`src/rtl/mer_pkg.sv`:
```
`timescale 1ns / 1ps

package mer_pkg;

  // Field widths
  localparam int COORD_BITS  = 12;
  localparam int RADIUS_BITS = 10;
  localparam int OUT_BITS    = COORD_BITS + 2;
  // Offsets carry one bit of headroom over a radius
  localparam int OFS_BITS    = RADIUS_BITS + 1;
  localparam int SQ_BITS     = 2 * RADIUS_BITS;
  // 2*r^2*offset
  localparam int SLOPE_BITS  = 3 * RADIUS_BITS + 2;
  // Widest multiplier operand is (2x+1)^2
  localparam int MUL_BITS    = 2 * RADIUS_BITS + 4;
  localparam int DEC_BITS    = 2 * MUL_BITS;

  // Rounding bias in quarter units (+0.5)
  localparam logic [DEC_BITS-1:0] ROUND_BIAS = DEC_BITS'(2);

  // Operation codes
  localparam logic OP_START = 1'b0;
  localparam logic OP_STEP  = 1'b1;

  // Datapath micro-operations
  typedef enum logic [4:0] {
    UOP_NONE,
    UOP_LOAD,
    UOP_SQ_RX,
    UOP_SQ_RY,
    UOP_MUL_SLOPE,
    UOP_INIT_ONE,
    UOP_ROUND,
    UOP_STEP_ONE,
    UOP_STEP_ONE_DEC,
    UOP_STEP_TWO,
    UOP_STEP_TWO_DEC,
    UOP_TX_SQ,
    UOP_MUL_TX,
    UOP_YM_SQ,
    UOP_MUL_YM,
    UOP_MUL_RR,
    UOP_INIT_TWO
  } uop_t;

  typedef struct packed {
    uop_t uop;
    logic out_load;
    logic out_blank;
    logic out_finished;
  } cmd_t;

  typedef struct packed {
    logic sx_lt_sy;
    logic oy_nz;
  } status_t;

endpackage

```
`src/rtl/mer_in_if.sv`:
```
`timescale 1ns / 1ps

interface mer_in_if import mer_pkg::*; ();
  logic                   valid;
  logic                   ready;
  logic                   operation;
  logic [COORD_BITS-1:0]  center_x;
  logic [COORD_BITS-1:0]  center_y;
  logic [RADIUS_BITS-1:0] radius_x;
  logic [RADIUS_BITS-1:0] radius_y;

  modport source (
    output valid, operation, center_x, center_y, radius_x, radius_y,
    input  ready
  );
  modport sink (
    input  valid, operation, center_x, center_y, radius_x, radius_y,
    output ready
  );
endinterface

```
`src/rtl/mer_out_if.sv`:
```
`timescale 1ns / 1ps

interface mer_out_if import mer_pkg::*; ();
  logic                       valid;
  logic                       ready;
  logic signed [OUT_BITS-1:0] pt0_x;
  logic signed [OUT_BITS-1:0] pt0_y;
  logic signed [OUT_BITS-1:0] pt1_x;
  logic signed [OUT_BITS-1:0] pt1_y;
  logic signed [OUT_BITS-1:0] pt2_x;
  logic signed [OUT_BITS-1:0] pt2_y;
  logic signed [OUT_BITS-1:0] pt3_x;
  logic signed [OUT_BITS-1:0] pt3_y;
  logic                       points_valid;
  logic                       finished;

  modport source (
    output valid, pt0_x, pt0_y, pt1_x, pt1_y, pt2_x, pt2_y, pt3_x, pt3_y,
           points_valid, finished,
    input  ready
  );
  modport sink (
    input  valid, pt0_x, pt0_y, pt1_x, pt1_y, pt2_x, pt2_y, pt3_x, pt3_y,
           points_valid, finished,
    output ready
  );
endinterface

```
`src/rtl/mer_datapath.sv`:
```
`timescale 1ns / 1ps

module mer_datapath import mer_pkg::*; (
  input  logic                       clk,
  input  cmd_t                       cmd,
  output status_t                    status,
  input  logic [COORD_BITS-1:0]      center_x,
  input  logic [COORD_BITS-1:0]      center_y,
  input  logic [RADIUS_BITS-1:0]     radius_x,
  input  logic [RADIUS_BITS-1:0]     radius_y,
  output logic signed [OUT_BITS-1:0] pt0_x,
  output logic signed [OUT_BITS-1:0] pt0_y,
  output logic signed [OUT_BITS-1:0] pt1_x,
  output logic signed [OUT_BITS-1:0] pt1_y,
  output logic signed [OUT_BITS-1:0] pt2_x,
  output logic signed [OUT_BITS-1:0] pt2_y,
  output logic signed [OUT_BITS-1:0] pt3_x,
  output logic signed [OUT_BITS-1:0] pt3_y,
  output logic                       points_valid,
  output logic                       finished
);

  logic [COORD_BITS-1:0]      cx, cy;
  logic [RADIUS_BITS-1:0]     rx, ry;
  logic [SQ_BITS-1:0]         rxsq, rysq;
  logic [OFS_BITS-1:0]        ox, oy;
  logic [SLOPE_BITS-1:0]      sx, sy;
  logic signed [DEC_BITS-1:0] dec;
  logic signed [DEC_BITS-1:0] q;
  logic [DEC_BITS-1:0]        p;
  logic                       moved;

  logic [MUL_BITS-1:0]        mul_a, mul_b;
  logic [DEC_BITS-1:0]        mul_p;
  logic [OFS_BITS:0]          tx;
  logic [OFS_BITS-1:0]        ym;
  logic [SLOPE_BITS-1:0]      sx_step, sy_step;
  logic [DEC_BITS-1:0]        p_x4;
  logic signed [DEC_BITS-1:0] q_adj;
  logic [OUT_BITS-1:0]        xp, xm, yp, yneg;

  assign tx      = {ox, 1'b1};
  assign ym      = oy - OFS_BITS'(1);
  assign sx_step = SLOPE_BITS'({rysq, 1'b0});
  assign sy_step = SLOPE_BITS'({rxsq, 1'b0});
  assign p_x4    = {p[DEC_BITS-3:0], 2'b00};

  // Truncate toward zero when dividing by four
  assign q_adj = q + DEC_BITS'({q[DEC_BITS-1], q[DEC_BITS-1]});

  assign status.sx_lt_sy = (sx < sy);
  assign status.oy_nz    = |oy;

  // Shared multiplier operand select
  always_comb begin
    mul_a = '0;
    mul_b = '0;
    case (cmd.uop)
      UOP_SQ_RX: begin
        mul_a = MUL_BITS'(rx);
        mul_b = MUL_BITS'(rx);
      end
      UOP_SQ_RY: begin
        mul_a = MUL_BITS'(ry);
        mul_b = MUL_BITS'(ry);
      end
      UOP_MUL_SLOPE: begin
        mul_a = MUL_BITS'(rxsq);
        mul_b = MUL_BITS'(ry);
      end
      UOP_TX_SQ: begin
        mul_a = MUL_BITS'(tx);
        mul_b = MUL_BITS'(tx);
      end
      UOP_MUL_TX: begin
        mul_a = p[MUL_BITS-1:0];
        mul_b = MUL_BITS'(rysq);
      end
      UOP_YM_SQ: begin
        mul_a = MUL_BITS'(ym);
        mul_b = MUL_BITS'(ym);
      end
      UOP_MUL_YM: begin
        mul_a = p[MUL_BITS-1:0];
        mul_b = MUL_BITS'(rxsq);
      end
      UOP_MUL_RR: begin
        mul_a = MUL_BITS'(rxsq);
        mul_b = MUL_BITS'(rysq);
      end
      default: begin
        mul_a = '0;
        mul_b = '0;
      end
    endcase
  end

  assign mul_p = mul_a * mul_b;

  // Working registers
  always_ff @(posedge clk) begin
    case (cmd.uop)
      UOP_LOAD: begin
        cx <= center_x;
        cy <= center_y;
        rx <= radius_x;
        ry <= radius_y;
        ox <= '0;
        oy <= OFS_BITS'(radius_y);
        sx <= '0;
      end
      UOP_SQ_RX: rxsq <= mul_p[SQ_BITS-1:0];
      UOP_SQ_RY: rysq <= mul_p[SQ_BITS-1:0];
      UOP_MUL_SLOPE, UOP_TX_SQ, UOP_MUL_TX, UOP_MUL_YM: p <= mul_p;
      UOP_INIT_ONE: begin
        sy <= {p[SLOPE_BITS-2:0], 1'b0};
        q  <= DEC_BITS'({rysq, 2'b00}) + DEC_BITS'(rxsq) + ROUND_BIAS - p_x4;
      end
      UOP_ROUND: dec <= q_adj >>> 2;
      UOP_STEP_ONE: begin
        ox    <= ox + OFS_BITS'(1);
        sx    <= sx + sx_step;
        moved <= ~dec[DEC_BITS-1];
        if (!dec[DEC_BITS-1]) begin
          oy <= oy - OFS_BITS'(1);
          sy <= sy - sy_step;
        end
      end
      UOP_STEP_ONE_DEC: begin
        dec <= dec + DEC_BITS'(rysq) + DEC_BITS'(sx)
             - (moved ? DEC_BITS'(sy) : '0);
      end
      UOP_STEP_TWO: begin
        // Both coordinates move unless the decision is strictly positive
        oy    <= oy - OFS_BITS'(1);
        sy    <= sy - sy_step;
        moved <= dec[DEC_BITS-1] | ~(|dec);
        if (dec[DEC_BITS-1] || !(|dec)) begin
          ox <= ox + OFS_BITS'(1);
          sx <= sx + sx_step;
        end
      end
      UOP_STEP_TWO_DEC: begin
        dec <= dec + DEC_BITS'(rxsq) - DEC_BITS'(sy)
             + (moved ? DEC_BITS'(sx) : '0);
      end
      UOP_YM_SQ: begin
        q <= p;
        p <= mul_p;
      end
      UOP_MUL_RR: begin
        q <= q + p_x4;
        p <= mul_p;
      end
      UOP_INIT_TWO: q <= q - p_x4 + ROUND_BIAS;
      default: ;
    endcase
  end

  // Four quadrant mirrors, wrapped to the output width
  assign xp   = OUT_BITS'(cx) + OUT_BITS'(ox);
  assign xm   = OUT_BITS'(cx) - OUT_BITS'(ox);
  assign yp   = OUT_BITS'(cy) + OUT_BITS'(oy);
  assign yneg = OUT_BITS'(cy) - OUT_BITS'(oy);

  // Output register
  always_ff @(posedge clk) begin
    if (cmd.out_load) begin
      if (cmd.out_blank) begin
        pt0_x        <= '0;
        pt0_y        <= '0;
        pt1_x        <= '0;
        pt1_y        <= '0;
        pt2_x        <= '0;
        pt2_y        <= '0;
        pt3_x        <= '0;
        pt3_y        <= '0;
        points_valid <= 1'b0;
        finished     <= 1'b1;
      end else begin
        pt0_x        <= xp;
        pt0_y        <= yp;
        pt1_x        <= xm;
        pt1_y        <= yp;
        pt2_x        <= xp;
        pt2_y        <= yneg;
        pt3_x        <= xm;
        pt3_y        <= yneg;
        points_valid <= 1'b1;
        finished     <= cmd.out_finished;
      end
    end
  end

endmodule

```
`src/rtl/mer_ctrl.sv`:
```
`timescale 1ns / 1ps

module mer_ctrl import mer_pkg::*; (
  input  logic    clk,
  input  logic    rst,
  input  logic    in_valid,
  input  logic    in_operation,
  output logic    in_ready,
  input  logic    out_ready,
  output logic    out_valid,
  input  status_t status,
  output cmd_t    cmd
);

  typedef enum logic [16:0] {
    S_IDLE      = 17'h00001,
    S_SQ_RX     = 17'h00002,
    S_SQ_RY     = 17'h00004,
    S_MUL_SLOPE = 17'h00008,
    S_INIT_ONE  = 17'h00010,
    S_ROUND_ONE = 17'h00020,
    S_DEC_ONE   = 17'h00040,
    S_CHOOSE    = 17'h00080,
    S_TX_SQ     = 17'h00100,
    S_MUL_TX    = 17'h00200,
    S_YM_SQ     = 17'h00400,
    S_MUL_YM    = 17'h00800,
    S_MUL_RR    = 17'h01000,
    S_INIT_TWO  = 17'h02000,
    S_ROUND_TWO = 17'h04000,
    S_DEC_TWO   = 17'h08000,
    S_EMIT      = 17'h10000
  } state_t;

  typedef enum logic [3:0] {
    REG_IDLE = 4'b0001,
    REG_ONE  = 4'b0010,
    REG_TWO  = 4'b0100,
    REG_DONE = 4'b1000
  } region_t;

  state_t  state, state_next;
  region_t region, region_next;
  logic    blank, blank_next;
  logic    out_valid_next;
  logic    in_fire;

  assign in_ready = (state == S_IDLE);
  assign in_fire  = in_valid && in_ready;

  // Sequencer
  always_comb begin
    state_next       = state;
    region_next      = region;
    blank_next       = blank;
    cmd.uop          = UOP_NONE;
    cmd.out_load     = 1'b0;
    cmd.out_blank    = blank;
    cmd.out_finished = (region == REG_DONE);
    case (state)
      S_IDLE: begin
        if (in_fire) begin
          blank_next = 1'b0;
          if (in_operation == OP_START) begin
            cmd.uop    = UOP_LOAD;
            state_next = S_SQ_RX;
          end else if (region == REG_ONE) begin
            cmd.uop    = UOP_STEP_ONE;
            state_next = S_DEC_ONE;
          end else if (region == REG_TWO) begin
            cmd.uop    = UOP_STEP_TWO;
            state_next = S_DEC_TWO;
          end else begin
            blank_next = 1'b1;
            state_next = S_EMIT;
          end
        end
      end
      S_SQ_RX: begin
        cmd.uop    = UOP_SQ_RX;
        state_next = S_SQ_RY;
      end
      S_SQ_RY: begin
        cmd.uop    = UOP_SQ_RY;
        state_next = S_MUL_SLOPE;
      end
      S_MUL_SLOPE: begin
        cmd.uop    = UOP_MUL_SLOPE;
        state_next = S_INIT_ONE;
      end
      S_INIT_ONE: begin
        cmd.uop    = UOP_INIT_ONE;
        state_next = S_ROUND_ONE;
      end
      S_ROUND_ONE: begin
        cmd.uop    = UOP_ROUND;
        state_next = S_CHOOSE;
      end
      S_DEC_ONE: begin
        cmd.uop    = UOP_STEP_ONE_DEC;
        state_next = S_CHOOSE;
      end
      // Stay in region one, enter region two, or stop
      S_CHOOSE: begin
        if (status.sx_lt_sy) begin
          region_next = REG_ONE;
          state_next  = S_EMIT;
        end else if (status.oy_nz) begin
          state_next = S_TX_SQ;
        end else begin
          region_next = REG_DONE;
          state_next  = S_EMIT;
        end
      end
      S_TX_SQ: begin
        cmd.uop    = UOP_TX_SQ;
        state_next = S_MUL_TX;
      end
      S_MUL_TX: begin
        cmd.uop    = UOP_MUL_TX;
        state_next = S_YM_SQ;
      end
      S_YM_SQ: begin
        cmd.uop    = UOP_YM_SQ;
        state_next = S_MUL_YM;
      end
      S_MUL_YM: begin
        cmd.uop    = UOP_MUL_YM;
        state_next = S_MUL_RR;
      end
      S_MUL_RR: begin
        cmd.uop    = UOP_MUL_RR;
        state_next = S_INIT_TWO;
      end
      S_INIT_TWO: begin
        cmd.uop    = UOP_INIT_TWO;
        state_next = S_ROUND_TWO;
      end
      S_ROUND_TWO: begin
        cmd.uop     = UOP_ROUND;
        region_next = REG_TWO;
        state_next  = S_EMIT;
      end
      S_DEC_TWO: begin
        cmd.uop     = UOP_STEP_TWO_DEC;
        region_next = status.oy_nz ? REG_TWO : REG_DONE;
        state_next  = S_EMIT;
      end
      // Wait for the output register to free up
      S_EMIT: begin
        if (!out_valid || out_ready) begin
          cmd.out_load = 1'b1;
          state_next   = S_IDLE;
        end
      end
      default: state_next = S_IDLE;
    endcase
  end

  // Output valid flag
  always_comb begin
    out_valid_next = out_valid;
    if (cmd.out_load) begin
      out_valid_next = 1'b1;
    end else if (out_ready) begin
      out_valid_next = 1'b0;
    end
  end

  always_ff @(posedge clk) begin
    if (rst) begin
      state     <= S_IDLE;
      region    <= REG_IDLE;
      blank     <= 1'b0;
      out_valid <= 1'b0;
    end else begin
      state     <= state_next;
      region    <= region_next;
      blank     <= blank_next;
      out_valid <= out_valid_next;
    end
  end

endmodule

```
`src/rtl/midpoint_ellipse_rasterizer_core.sv`:
```
`timescale 1ns / 1ps
// Channel  Dir  Transaction payload
// in_ch    in   operation, center_x, center_y, radius_x, radius_y
// out_ch   out  pt0..pt3 x/y, points_valid, finished
//
// One transaction in at a time; the multiplier is shared, one product per cycle.
// Region-one step: DEC_ONE, CHOOSE, EMIT; handover to region two adds TX_SQ to ROUND_TWO.
// Region-two step: DEC_TWO, EMIT. Step while idle/done: EMIT. Start: SQ_RX to ROUND_ONE,
// CHOOSE, EMIT, with the handover (five products) when it goes straight into region two.
// Output register lets the next transaction in while a result waits on out_ch.
// rst is synchronous, active high; it clears the sequencer, region and out valid.
module midpoint_ellipse_rasterizer_core import mer_pkg::*; (
  input logic      clk,
  input logic      rst,
  mer_in_if.sink   in_ch,
  mer_out_if.source out_ch
);

  cmd_t    cmd;
  status_t status;

  mer_ctrl u_ctrl (
    .clk          (clk),
    .rst          (rst),
    .in_valid     (in_ch.valid),
    .in_operation (in_ch.operation),
    .in_ready     (in_ch.ready),
    .out_ready    (out_ch.ready),
    .out_valid    (out_ch.valid),
    .status       (status),
    .cmd          (cmd)
  );

  mer_datapath u_datapath (
    .clk          (clk),
    .cmd          (cmd),
    .status       (status),
    .center_x     (in_ch.center_x),
    .center_y     (in_ch.center_y),
    .radius_x     (in_ch.radius_x),
    .radius_y     (in_ch.radius_y),
    .pt0_x        (out_ch.pt0_x),
    .pt0_y        (out_ch.pt0_y),
    .pt1_x        (out_ch.pt1_x),
    .pt1_y        (out_ch.pt1_y),
    .pt2_x        (out_ch.pt2_x),
    .pt2_y        (out_ch.pt2_y),
    .pt3_x        (out_ch.pt3_x),
    .pt3_y        (out_ch.pt3_y),
    .points_valid (out_ch.points_valid),
    .finished     (out_ch.finished)
  );

endmodule

```
`src/flat_wrapper.sv`:
```
// flat-port wrapper written by rule: the top's interface ports become plain ports
module midpoint_ellipse_rasterizer_core_flat import mer_pkg::*;
  (clk, rst, in_ch_valid, in_ch_operation, in_ch_center_x, in_ch_center_y, in_ch_radius_x, in_ch_radius_y, in_ch_ready, out_ch_valid, out_ch_pt0_x, out_ch_pt0_y, out_ch_pt1_x, out_ch_pt1_y, out_ch_pt2_x, out_ch_pt2_y, out_ch_pt3_x, out_ch_pt3_y, out_ch_points_valid, out_ch_finished, out_ch_ready);
  mer_in_if in_ch_i ();
  mer_out_if out_ch_i ();
  input logic clk;
  input logic rst;
  input wire logic [$bits(in_ch_i.valid)-1:0] in_ch_valid;
  input wire logic [$bits(in_ch_i.operation)-1:0] in_ch_operation;
  input wire logic [$bits(in_ch_i.center_x)-1:0] in_ch_center_x;
  input wire logic [$bits(in_ch_i.center_y)-1:0] in_ch_center_y;
  input wire logic [$bits(in_ch_i.radius_x)-1:0] in_ch_radius_x;
  input wire logic [$bits(in_ch_i.radius_y)-1:0] in_ch_radius_y;
  output wire logic [$bits(in_ch_i.ready)-1:0] in_ch_ready;
  output wire logic [$bits(out_ch_i.valid)-1:0] out_ch_valid;
  output wire logic [$bits(out_ch_i.pt0_x)-1:0] out_ch_pt0_x;
  output wire logic [$bits(out_ch_i.pt0_y)-1:0] out_ch_pt0_y;
  output wire logic [$bits(out_ch_i.pt1_x)-1:0] out_ch_pt1_x;
  output wire logic [$bits(out_ch_i.pt1_y)-1:0] out_ch_pt1_y;
  output wire logic [$bits(out_ch_i.pt2_x)-1:0] out_ch_pt2_x;
  output wire logic [$bits(out_ch_i.pt2_y)-1:0] out_ch_pt2_y;
  output wire logic [$bits(out_ch_i.pt3_x)-1:0] out_ch_pt3_x;
  output wire logic [$bits(out_ch_i.pt3_y)-1:0] out_ch_pt3_y;
  output wire logic [$bits(out_ch_i.points_valid)-1:0] out_ch_points_valid;
  output wire logic [$bits(out_ch_i.finished)-1:0] out_ch_finished;
  input wire logic [$bits(out_ch_i.ready)-1:0] out_ch_ready;
  assign in_ch_i.valid = in_ch_valid;
  assign in_ch_i.operation = in_ch_operation;
  assign in_ch_i.center_x = in_ch_center_x;
  assign in_ch_i.center_y = in_ch_center_y;
  assign in_ch_i.radius_x = in_ch_radius_x;
  assign in_ch_i.radius_y = in_ch_radius_y;
  assign in_ch_ready = in_ch_i.ready;
  assign out_ch_valid = out_ch_i.valid;
  assign out_ch_pt0_x = out_ch_i.pt0_x;
  assign out_ch_pt0_y = out_ch_i.pt0_y;
  assign out_ch_pt1_x = out_ch_i.pt1_x;
  assign out_ch_pt1_y = out_ch_i.pt1_y;
  assign out_ch_pt2_x = out_ch_i.pt2_x;
  assign out_ch_pt2_y = out_ch_i.pt2_y;
  assign out_ch_pt3_x = out_ch_i.pt3_x;
  assign out_ch_pt3_y = out_ch_i.pt3_y;
  assign out_ch_points_valid = out_ch_i.points_valid;
  assign out_ch_finished = out_ch_i.finished;
  assign out_ch_i.ready = out_ch_ready;
  midpoint_ellipse_rasterizer_core u_core (.clk(clk), .rst(rst), .in_ch(in_ch_i), .out_ch(out_ch_i));
endmodule
```
`config.mk`:
```
export PLATFORM = sky130hd
export DESIGN_NAME = midpoint_ellipse_rasterizer_core_flat
export DESIGN_NICKNAME = d
export VERILOG_FILES = /design/src/rtl/mer_pkg.sv /design/src/rtl/mer_in_if.sv /design/src/rtl/mer_out_if.sv /design/src/rtl/mer_datapath.sv /design/src/rtl/mer_ctrl.sv /design/src/rtl/midpoint_ellipse_rasterizer_core.sv /design/src/flat_wrapper.sv
export SDC_FILE = /design/constraint.sdc
export NUM_CORES = 2
export LEC_CHECK = 0
export ABC_AREA = 1
export BUFFER_PORTS_ARGS = -buffer_cell sky130_fd_sc_hd__buf_2
export CORE_MARGIN = 2
export CORE_UTILIZATION = 55
export CTS_CLUSTER_SIZE = 25
export DETAILED_ROUTE_END_ITERATION = 10
export GPL_TIMING_DRIVEN = 0
export PLACE_DENSITY = 0.72
export RECOVER_POWER = 25
export SETUP_SLACK_MARGIN = 0.3
export SYNTH_ARGS = -nofsm -noshare
export SYNTH_HDL_FRONTEND = slang
export SYNTH_SLANG_ARGS = --single-unit
```
`constraint.sdc`:
```
create_clock -name clk -period 11.36 [get_ports clk]
set_clock_uncertainty 0.1 [all_clocks]
set_input_delay 0 -clock clk [delete_from_list [all_inputs] [get_ports clk]]
set_output_delay 0 -clock clk [all_outputs]
set_load 0.02 [all_outputs]
```
==> flow_metrics.py <==
metrics = {
    "outcome": {
        "status": "finished, violations left",
        "violations": "design-rule violations",
    },
    "pwr": {
        "finalPower_mw": 4.09,
        "vdd_drop_max_v": 0.000118,
        "leakage_nw": 33.8,
        "p_per_area_nw_per_um2": 61.1,
    },
    "route": {
        "wirelength_um": 272000,
        "ant_nets": 0,
        "wl_per_cell_um": 25.5,
        "vias_per_cell": 6.03,
        "route.detailed.drc": 1,
        "detail_route.first_pass.iterations": 11,
        "drt_first_iter_violations": 8120,
        "vias": 64500,
    },
    "grt": {
        "overflow": 0,
        "grt_max_degree": 49,
        "grt_pass1_wl_um": 394000,
        "grt_usage": 0.463,
        "antenna_found_initial": 18,
        "grt_pass1_vias": 62000,
    },
    "placement": {
        "dpl.hpwl_um": 228000,
        "gp_congestion": 1.16,
        "io_buffer_count": 159,
        "dp.cells": 10500,
        "place_area_um2": 64500,
    },
    "clocking": {
        "cts_made_buffers": 49,
        "clock_latency_ns": 0.71,
        "post_cts_buffers": 0,
        "cts_root_buffer": "clkbuf_16",
        "path_clk_slew_ns": 0.07,
        "clock-sinks": 387,
        "cts_tree": "built",
        "cts_max_level": 2,
        "clockBufferDepth": 3,
    },
    "finish": {
        "num-nets-final": 10300,
        "post-route-util": 0.604,
        "area_delta_synth_final_pct": 8.74,
        "final_area_um2": 67000,
        "layout-drive-gt1-share": 0.0360,
        "final_cells": 10700,
    },
    "timing": {
        "period_share": 0.935,
        "slew_headroom": 0.131,
        "finalSetupTns_ns": 0,
        "rsz0062_at_grt": "false",
        "period_minus_slack_ns": 10.62,
        "setup_viol": 0,
        "tightestPinTransition_ns": 1.30,
        "drv_slew": 0,
        "clock.fmax_ghz": 0.0941,
        "finalHoldViolations": 0,
    },
    "die": {
        "dieArea_um2": 115000,
        "core_area_um2": 111000,
        "die_x_um": 339,
        "die_y_um": 339,
        "num_rows": 122,
        "initial_core_util": 0.555,
        "io_pins": 165,
    },
    "yosys": {
        "syn-cell-area_um2": 61600,
        "yosys.area_share.simple": 0.275,
        "yosys_warnings": 0,
        "ys.flop_type": "edfxtp_1",
        "syn_area_per_cell_um2": 6.98,
        "synth_edf_count": 364,
        "ys_types": 60,
        "synthAdderAreaFrac": 0.285,
        "syn-instance-count": 8833,
        "synth_commonest_cells": "nand2_1, inv_1, nor2_1",
        "muxShareOfSynthArea": 0,
        "synth-seq-area-share": 0.185,
        "yosys.cell_count.top_type": "nand2_1",
        "synth_top_cell_area_share": 0.177,
        "synth.area.top_cells": "edfxtp_1, fa_1, nand2_1",
        "synth_top_family_by_area": "adder cells",
        "synth_top_area_cell": "edfxtp_1",
        "synth_xor_area_frac": 0.0270,
        "ys_seq_elements": 387,
        "synth_compound_area_frac": 0.102,
        "async_reset_ff_frac": 0,
    },
    "setup_path": {
        "worstSetupPathDepth": 32,
        "slowest_stage": "nand4_1",
        "arrival_ns": 10.86,
        "worst-path-max-fanout": 29,
        "start_kind": "register",
        "worstPathBufferInverterCount": 12,
        "end_kind": "register",
        "path_class": "reg -> reg",
        "ff2ff_path_depth": 32,
        "endpoint": "u_core.u_datapath.rysq[17]",
        "slowest_delay_ns": 0.76,
        "r2r-start": "u_core.u_ctrl.state[8]",
        "required_ns": 11.60,
        "cpLargestDelayFamily": "adder cells",
        "crit_start": "u_core.u_ctrl.state[8]",
        "reg2reg_to": "u_core.u_datapath.rysq[17]",
        "ff2ff_setup_slack_ns": 0.74,
        "cp_common_cell": "inv_1",
    },
    "hold_path": {
        "min-delay-path-class": "in -> reg",
    },
    "flow_run": {
        "max_cap_violations": 0,
    },
}
==> area by class of cell <==
class	count	area (um^2)
Clock inverter	38	500
Timing Repair Buffer	268	1750
Multi-Input combinational cell	6447	42400
Buffer	200	1060
Clock buffer	54	1240
Inverter	1802	6770
Sequential cell	387	11400
Fill cell	10500	44000
Tap cell	1488	1860
Antenna cell	7	17.5
==> what timing repair did <==
item                                    4_1_cts  5_1_grt
endpoints found under the setup margin        0        0
endpoints found under the hold margin        77        0
resized for setup                             0        0
hold buffers                                 93        0
==> routing by layer <==
metal / part of all wire / global-route usage / routed length, um / up-vias
li1: - / - / - / 28700
met1: 0.36 / 0.565 / 98500 / 30100
met2: 0.42 / 0.698 / 115000 / 4504
met3: 0.12 / 0.137 / 34000 / 1140
met4: 0.091 / 0.336 / 24700 / 30
met5: 0.0012 / 0 / 335 / -
==> tightest hold or removal path: cells and delay by family <==
family                 cells  cell delay [ns]
and+or+nand+nor            1             0.06
buffers and inverters      2             0.66
AOI/OAI and AO/OA          1             0.06
==> how the worst min path moves through the flow <==
stage | start | endpoint | slack [ns] | cells past startpoint
floorplan | in_ch_center_x[0] | u_core.u_datapath.cx[0] | -0.001 | 0
global placement | in_ch_center_y[2] | u_core.u_datapath.cy[2] | 0.08 | 1
detailed placement | in_ch_center_x[8] | u_core.u_datapath.cx[8] | 0.08 | 1
CTS | in_ch_radius_y[6] | u_core.u_datapath.ry[6] | 0.0003 | 2
global route | in_ch_radius_y[6] | u_core.u_datapath.ry[6] | 0.12 | 2
finish | in_ch_radius_y[2] | u_core.u_datapath.oy[2] | 0.1 | 4
==> per-stage QoR <==
stage               hold WS, ns  worst slack, ns
floorplan              -0.00113             3.45
global route              0.120            0.419
finish                   0.0999            0.736
global placement         0.0767             1.26
detailed placement       0.0781             1.50
CTS                    0.000277             1.40
==> placed cells by master (no fill, tap or decap), drive strengths merged, types with 11 or more instances in the layout <==
cell         count
ha             571
dlygate4sd3     93
nor2           964
or2             36
a31oi           26
a22oi           14
a21boi          15
xnor2           60
a21oi          462
clkbuf         272
o21ai          438
dfxtp           23
o2111ai         11
clkinv          34
nor3           107
fa             519
nand2         2106
xor2           130
buf            157
nand3b          25
o21bai          51
nand4          191
o221ai          23
o211ai          12
nor4            38
inv           1792
nand3          547
o21a            17
edfxtp         364
o22ai           27
a21o            19
==> where the power goes <==
group / internal, mW / switching, mW / total (mW)
logic: 0.216 / 0.467 / 0.683
registers: 1.59 / 0.0328 / 1.62
clock network: 1.01 / 0.780 / 1.79
total: 2.81 / 1.28 / 4.09
==> logic make-up (layout without fill, tap and decap cells) <==
group,count (synthesis),count (layout)
AO/OA/AOI/OAI,1132,1132
XOR/XNOR,190,190
adder cells (fa/ha/maj),1090,1090
buffers and inverters,2002,2362
flip-flops,387,387
other,1,11
AND/OR/NAND/NOR,4031,4031
==> registers in the layout, summed over array words and instances, names as in the netlist, 12 cells and up <==
| register | flops |
|---|---|
| u_core.u_datapath.pt2_x | 13 |
| u_core.u_ctrl.state | 17 |
| u_core.u_datapath.q | 48 |
| u_core.u_datapath.p | 47 |
| u_core.u_datapath.sy | 31 |
| u_core.u_datapath.rysq | 20 |
| u_core.u_datapath.sx | 31 |
| u_core.u_datapath.cx | 12 |
| u_core.u_datapath.rxsq | 20 |
| u_core.u_datapath.pt3_y | 12 |
| u_core.u_datapath.dec | 48 |
| u_core.u_datapath.pt3_x | 12 |
| u_core.u_datapath.cy | 12 |
| u_core.u_datapath.pt1_y | 13 |
No activity file was read; power rests on OpenSTA's default activity.
